--- src/hw/rtl/linear_triangle_element_stiffness_top_defines.svh ---
// Assertion macros shared by the triangle stiffness RTL.
// Depends on nothing; the using module must have signals named clock and reset.
`ifndef LINEAR_TRIANGLE_ELEMENT_STIFFNESS_TOP_DEFINES_SVH
`define LINEAR_TRIANGLE_ELEMENT_STIFFNESS_TOP_DEFINES_SVH

// Same-cycle implication, disabled during reset.
`define LTES_ASSERT_IMPL(label, ante, cons, msg) \
   label: assert property (@(posedge clock) disable iff (reset) (ante) |-> (cons)) \
      else $error(msg);

// Next-cycle implication, disabled during reset.
`define LTES_ASSERT_NEXT(label, ante, cons, msg) \
   label: assert property (@(posedge clock) disable iff (reset) (ante) |=> (cons)) \
      else $error(msg);

`endif

--- src/hw/rtl/ltes_pkg.sv ---
// Types and fixed widths for the triangle stiffness block.
// Depends on nothing; used by every RTL module of the block.
package ltes_pkg;

   localparam int COORD_W  = 32;
   localparam int DIFF_W   = 33;
   localparam int SUM_W    = 35;
   localparam int PROD_W   = 66;
   localparam int A2_W     = 67;
   localparam int ABS_W    = 66;
   localparam int MUL_W    = 36;
   localparam int MULP_W   = 72;
   localparam int ACC_W    = 104;
   localparam int NUM_W    = 128;
   localparam int DEN_W    = 70;
   localparam int QSTEPS   = 33;
   localparam int QUO_W    = 34;
   localparam int SPLIT_W  = 34;

   // The load divisor 24 << (2*FRAC_BITS) is three shifted left by this plus 2*FRAC_BITS.
   localparam int LOAD_DEN_SHIFT = 3;
   // Width of the truncated load quotient that is divided by three.
   localparam int TRUNC_W = 35;
   // Reciprocal of three, (2^36 + 2) / 3, exact for dividends below 2^35.
   localparam int RECIP_SHIFT = 36;
   localparam logic [MUL_W-1:0] RECIP_THREE = 36'h5_5555_5556;

   localparam logic [1:0] ROW_LAST = 2'd2;
   localparam logic [1:0] OP_LOAD  = 2'd3;

   typedef struct packed {
      logic signed [31:0] x_zero;
      logic signed [31:0] y_zero;
      logic signed [31:0] x_one;
      logic signed [31:0] y_one;
      logic signed [31:0] x_two;
      logic signed [31:0] y_two;
      logic signed [31:0] src_zero;
      logic signed [31:0] src_one;
      logic signed [31:0] src_two;
   } req_type;

   typedef struct packed {
      logic [1:0]         row_index;
      logic signed [31:0] stiff_col_zero;
      logic signed [31:0] stiff_col_one;
      logic signed [31:0] stiff_col_two;
      logic signed [31:0] load_value;
      logic signed [31:0] tri_area;
      logic               degenerate;
      logic               last_row;
   } rsp_type;

   // One classified triangle as it waits between front and back.
   typedef struct packed {
      logic [2:0][DIFF_W-1:0] dx;
      logic [2:0][DIFF_W-1:0] dy;
      logic [2:0][SUM_W-1:0]  ssum;
      logic [A2_W-1:0]        a2;
   } job_type;

endpackage

--- src/hw/rtl/ltes_queue.sv ---
// Two-entry queue of classified triangles between front and back.
// Depends on ltes_pkg and the shared assertion macro header.
`include "linear_triangle_element_stiffness_top_defines.svh"
module ltes_queue (
   input  logic              clock,
   input  logic              reset,
   input  logic              push,
   input  ltes_pkg::job_type wdata,
   output logic              full,
   output logic              valid,
   output ltes_pkg::job_type rdata,
   input  logic              pop
);

   ltes_pkg::job_type mem_ff [2];
   logic       wr_ptr_ff, rd_ptr_ff;
   logic [1:0] count_ff;
   logic       do_push, do_pop;

   always_comb begin
      full    = (count_ff == 2'd2);
      valid   = (count_ff != 2'd0);
      do_push = push && !full;
      do_pop  = pop && valid;
      rdata   = mem_ff[rd_ptr_ff];
   end

   always_ff @(posedge clock) begin
      if (reset) begin
         wr_ptr_ff <= 1'b0;
         rd_ptr_ff <= 1'b0;
         count_ff  <= 2'd0;
      end else begin
         if (do_push) wr_ptr_ff <= !wr_ptr_ff;
         if (do_pop)  rd_ptr_ff <= !rd_ptr_ff;
         count_ff <= count_ff + 2'(do_push) - 2'(do_pop);
      end
      if (do_push) mem_ff[wr_ptr_ff] <= wdata;
   end

   `LTES_ASSERT_IMPL(a_count_max, 1'b1, count_ff <= 2'd2, "queue count beyond depth")
   `LTES_ASSERT_NEXT(a_count_up, do_push && !do_pop, count_ff == $past(count_ff) + 2'd1, "queue lost a push")
   `LTES_ASSERT_NEXT(a_count_down, do_pop && !do_push, count_ff == $past(count_ff) - 2'd1, "queue lost a pop")

endmodule

--- config.mk ---
export PLATFORM = sky130hd
export DESIGN_NAME = ltes_queue
export DESIGN_NICKNAME = d
export VERILOG_FILES = /design/src/hw/rtl/ltes_pkg.sv /design/src/hw/rtl/ltes_queue.sv
export VERILOG_INCLUDE_DIRS = /design/src /design/src/hw/rtl
export SDC_FILE = /design/constraint.sdc
export NUM_CORES = 1
export LEC_CHECK = 0
export BUFFER_PORTS_ARGS = -buffer_cell sky130_fd_sc_hd__buf_2
export CORE_AREA = 2 2 293 295
export DETAILED_ROUTE_END_ITERATION = 8
export DIE_AREA = 0 0 295 297
export GPL_ROUTABILITY_DRIVEN = 0
export PLACE_DENSITY = 0.61
export SLEW_MARGIN = 20
export SYNTH_ARGS = -nofsm -noshare
export SYNTH_HDL_FRONTEND = slang
export SYNTH_SLANG_ARGS = --single-unit
--- constraint.sdc ---
create_clock -name clock -period 11.3 [get_ports clock]
set_input_delay 0.565 -clock clock [delete_from_list [all_inputs] [get_ports clock]]
set_output_delay 0.565 -clock clock [all_outputs]
set_load 0.005 [all_outputs]
# After elaboration in Yosys (flattened, before gate mapping)
# Memory sizes are Yosys's and may differ from the RTL's. A register that Yosys moved wholly into a read port is not among the register bits.
# Cells that the tools add are included.
[totals] in_bits=374 reg_bits=4 latchBits=0 wordCells=17 memories=1 ramBits=740 mem_bits_ro=0
[memory_table] name="mem_ff" words=2 width=370 read_ports=1 rd_clocked_by_memory_dff=1 wr=1 line_no="ltes_queue.sv:15" source="ltes_pkg::job_type mem_ff [2];"
[op_classes] magnitude_cmp=0 n_shift=0 n_bitwise=0 n_reduce_logical=6 n_eq_ne=1 multipliers=0 div_mod_pow=0 muxes=4 addsub=2
[op_table] cell="two-way mux 1 bit" n=4
[op_table] cell="zero test 1 bit" n=3
[op_table] cell="adder 2 x 1 -> 2 bit" n=1
[op_table] cell="== test 2 bit (second input constant)" n=1
[op_table] cell="logical AND 1 bit" n=2
[op_table] cell="nonzero test 2 bit" n=1
[op_table] cell="subtractor 2 x 1 -> 2 bit" n=1

# Depth between registers and ports, before layout
[depth] ltp_word=5 depth_mapped=8 ltp_nobuf=8

# Worst setup path after synthesis
# Ideal clock, no wire load.
[synth_path] kind="input to register" startpoint="input port push" endpoint="memory mem_ff[1][0] (netlist name), enable pin" t_arrival_ps=9015 path_buffers=0 t_required_ps=10517 slack_ps=1503 stages=1 path_cell_list="and3_1"
[synth_via] elab_chain_cells=3
[synth_rtl] item="start: declaration" line_no="ltes_queue.sv:7" source="input logic push,"
[synth_rtl] item="logical AND 1 bit" line_no="ltes_queue.sv:23" source="do_push = push && !full;"
[synth_rtl] item="two-way mux 1 bit" line_no="ltes_queue.sv:38" source="if (do_push) mem_ff[wr_ptr_ff] <= wdata;"
[synth_rtl] item="two-way mux 1 bit (not written as such)" line_no="ltes_queue.sv:38"
[synth_rtl] item="end: declaration" line_no="ltes_queue.sv:15"
# No other way between the ends.

==> run metrics <==
Hold Crit Class=input port to register; cells after synthesis=1177; commonest non-fill, non-tap cells in the layout=745 x buf_2, 740 x edfxtp_1, 300 x mux2_4; vias=13918; Pre-antenna DRT Iters=6; outcome=finished, final reports clean; Crit path arrival time=3.62 ns; Die Y-Extent=297 um; Fill cells=7495; num ports=746; startpoint types=register; Syn Nets=1553; period utilization=0.370; Tot Pwr=0.00786 W; Mean Syn Cell Area=24.0 um2; clk root buf=clkbuf_16; count of cell types in the netlist=21; Final setup viols=0; 1st-iter DRT viols=705; post-route setup slack=7.12 ns; setup TNS=0 ns; area of the multi-input gates=0.00541 mm2; cell row count=107; r2r setup slk=7.29 ns; TritonCTS clock tree=yes; I/O Buffers=745; vias in the first global route=14781; r2r endpoint=mem_ff[0][236]; multiplexer area fraction after synthesis=0.188; global-route wire length before repair=90.0 mm; synthesis-to-layout area growth=26.5%; worst path required time=10.74 ns; register area share after synthesis=0.791; cell area after layout=0.0357 mm2; CTS sink count=745; largest net degree at the start of global routing=168; worst-path fanout max=110; sequential cell area=0.0223 mm2; Chip Width=295 um; Worst-Skew Late Latency=0.61 ns; hpwl dp=42.9 mm; Pwr Density=220 mW/mm2; Worst Hold Path Cells=1; ANT nets after route=0; Clock transition at path regs=0.06 ns; Die ar.=0.0876 mm2; worst vdd ir=0.152 mV; Seq cells post-synth=745; Slew HR=0.257; Post-CTS Hold Buffers=0; layout cells sized above 1=0.608; Worst Hold End=mem_ff[0][65]; Fin. Hold Viols=0; Async SR Flop Fraction=0; setup bufs post-CTS=0; total core area=0.0845 mm2; synth top area cells=edfxtp_1 79%, mux2_4 16%, mux2_2 2.8%; simple logic cell fraction of the synthesized area=0.00164; vias per cell=4.36; DRC Markers=0; Clock Tree Buf Depth=3; Leak Pwr=13.7 nW; xor and xnor area share after synthesis=0.000932; starting density of the core=0.334; post-layout min period=4.18 ns; max-slew violations=0; Synth area leader=edfxtp_1; Synth top area share=0.788; CTS Buf Count=81; FF-to-FF Start=count_ff[0]; Max Fclk=239 MHz; Routed WL=63.0 mm; yosys warns=0; CTS-repair resized insts=0; Post-synth EDFFs=740; worst hold slack=0.124 ns; worst clock skew=0.0265 ns; GRT Util Overall=0.137; RSZ-0062 raised after global routing=false; Synth Area in Adders=0.000887; MaxCap Viol Count=0; H-tree levels=3; depth of the most critical reg-to-reg path=6; Nets=2350; Hold Startpoint=wdata[65]; CP endpoint kind=output port; initial antenna violation count=24; commonest non-fill, non-tap cell in the layout=buf_2; Synth Area in Compound Gates=0.000621; top_reg_cell synth=edfxtp_1; gr ovfl total=0; DP Area=0.0330 mm2; Post-Place Worst Slack=7.01 ns; Setup Crit Path Kind=register to output port; largest family of logic cells by synthesized area=multiplexers; area of the mapped netlist=0.0282 mm2; WL/cell=19.7 um; Worst-Margin Slew=1.11 ns
-- power by group --
group / internal, W / total, W / switching [W]
sequential: 0.00343 / 0.00352 / 0.0000869
clock: 0.00149 / 0.00256 / 0.00107
combinational: 0.000938 / 0.00178 / 0.000842
total: 0.00587 / 0.00786 / 0.00199
-- synthesized netlist by cell type (2+ instances only) --
cell	instances
ha_1	2
edfxtp_1	740
inv_1	4
buf_2	7
mux2_2	70
buf_6	22
mux2_4	300
xnor2_1	2
nor2_1	3
dfxtp_1	5
buf_8	12
-- through the flow --
stage	util	cells
finish	0.422	3189
global placement	0.391	3035
global route	0.422	3189
floorplan	-	1177
CTS	0.422	3182
detailed placement	0.391	3035
-- area by class of cell --
type | count | area share
clock inverters | 50 | 0.0136
repair buffers | 755 | 0.108
diodes | 7 | 0.000491
flip-flops and latches | 745 | 0.626
clock buffers | 97 | 0.0597
inverters | 4 | 0.000631
multi-input cells | 387 | 0.152
well taps | 1144 | 0.0401
-- cells by family after synthesis --
family / count (synthesis)
flops: 745
mux: 370
buf+inv: 45
simple gates: 9
compound gates: 3
xor+xnor: 3
fa+ha+maj: 2
-- flip-flops by register name (all words and copies together), names as in the netlist, named ones only --
name,count
mem_ff,740
count_ff,2
rd_ptr_ff,1
wr_ptr_ff,1
-- worst max-delay path, stage by stage (launching register included) --
cell and delay [ns]:
dfxtp_4 0.66, buf_4 0.86, buf_12 0.61, mux2_4 0.37, buf_2 0.13
-- how the worst max path moves through the flow --
stage	endpoint	start	cells past startpoint	slack, ns
2_1_floorplan	mem_ff[1][0]	push	1	1.50
3_3_place_gp	mem_ff[0][353]	push	6	7.08
3_5_place_dp	mem_ff[0][93]	push	6	7.01
4_1_cts	rdata[351]	register	4	7.04
5_1_grt	mem_ff[0][236]	count_ff[0]	6	6.91
6_report	rdata[351]	register	4	7.12
-- per-layer routing --
metal,share of wire,routed length [um],up-vias,global-route usage
met2,0.52,32700,560,0.247
met5,0.0027,171,-,0
met1,0.36,22900,6895,0.144
met3,0.091,5760,119,0.0527
met4,0.024,1510,26,0.0483
li1,-,-,6318,-
Power figures use the tool's default switching activity.
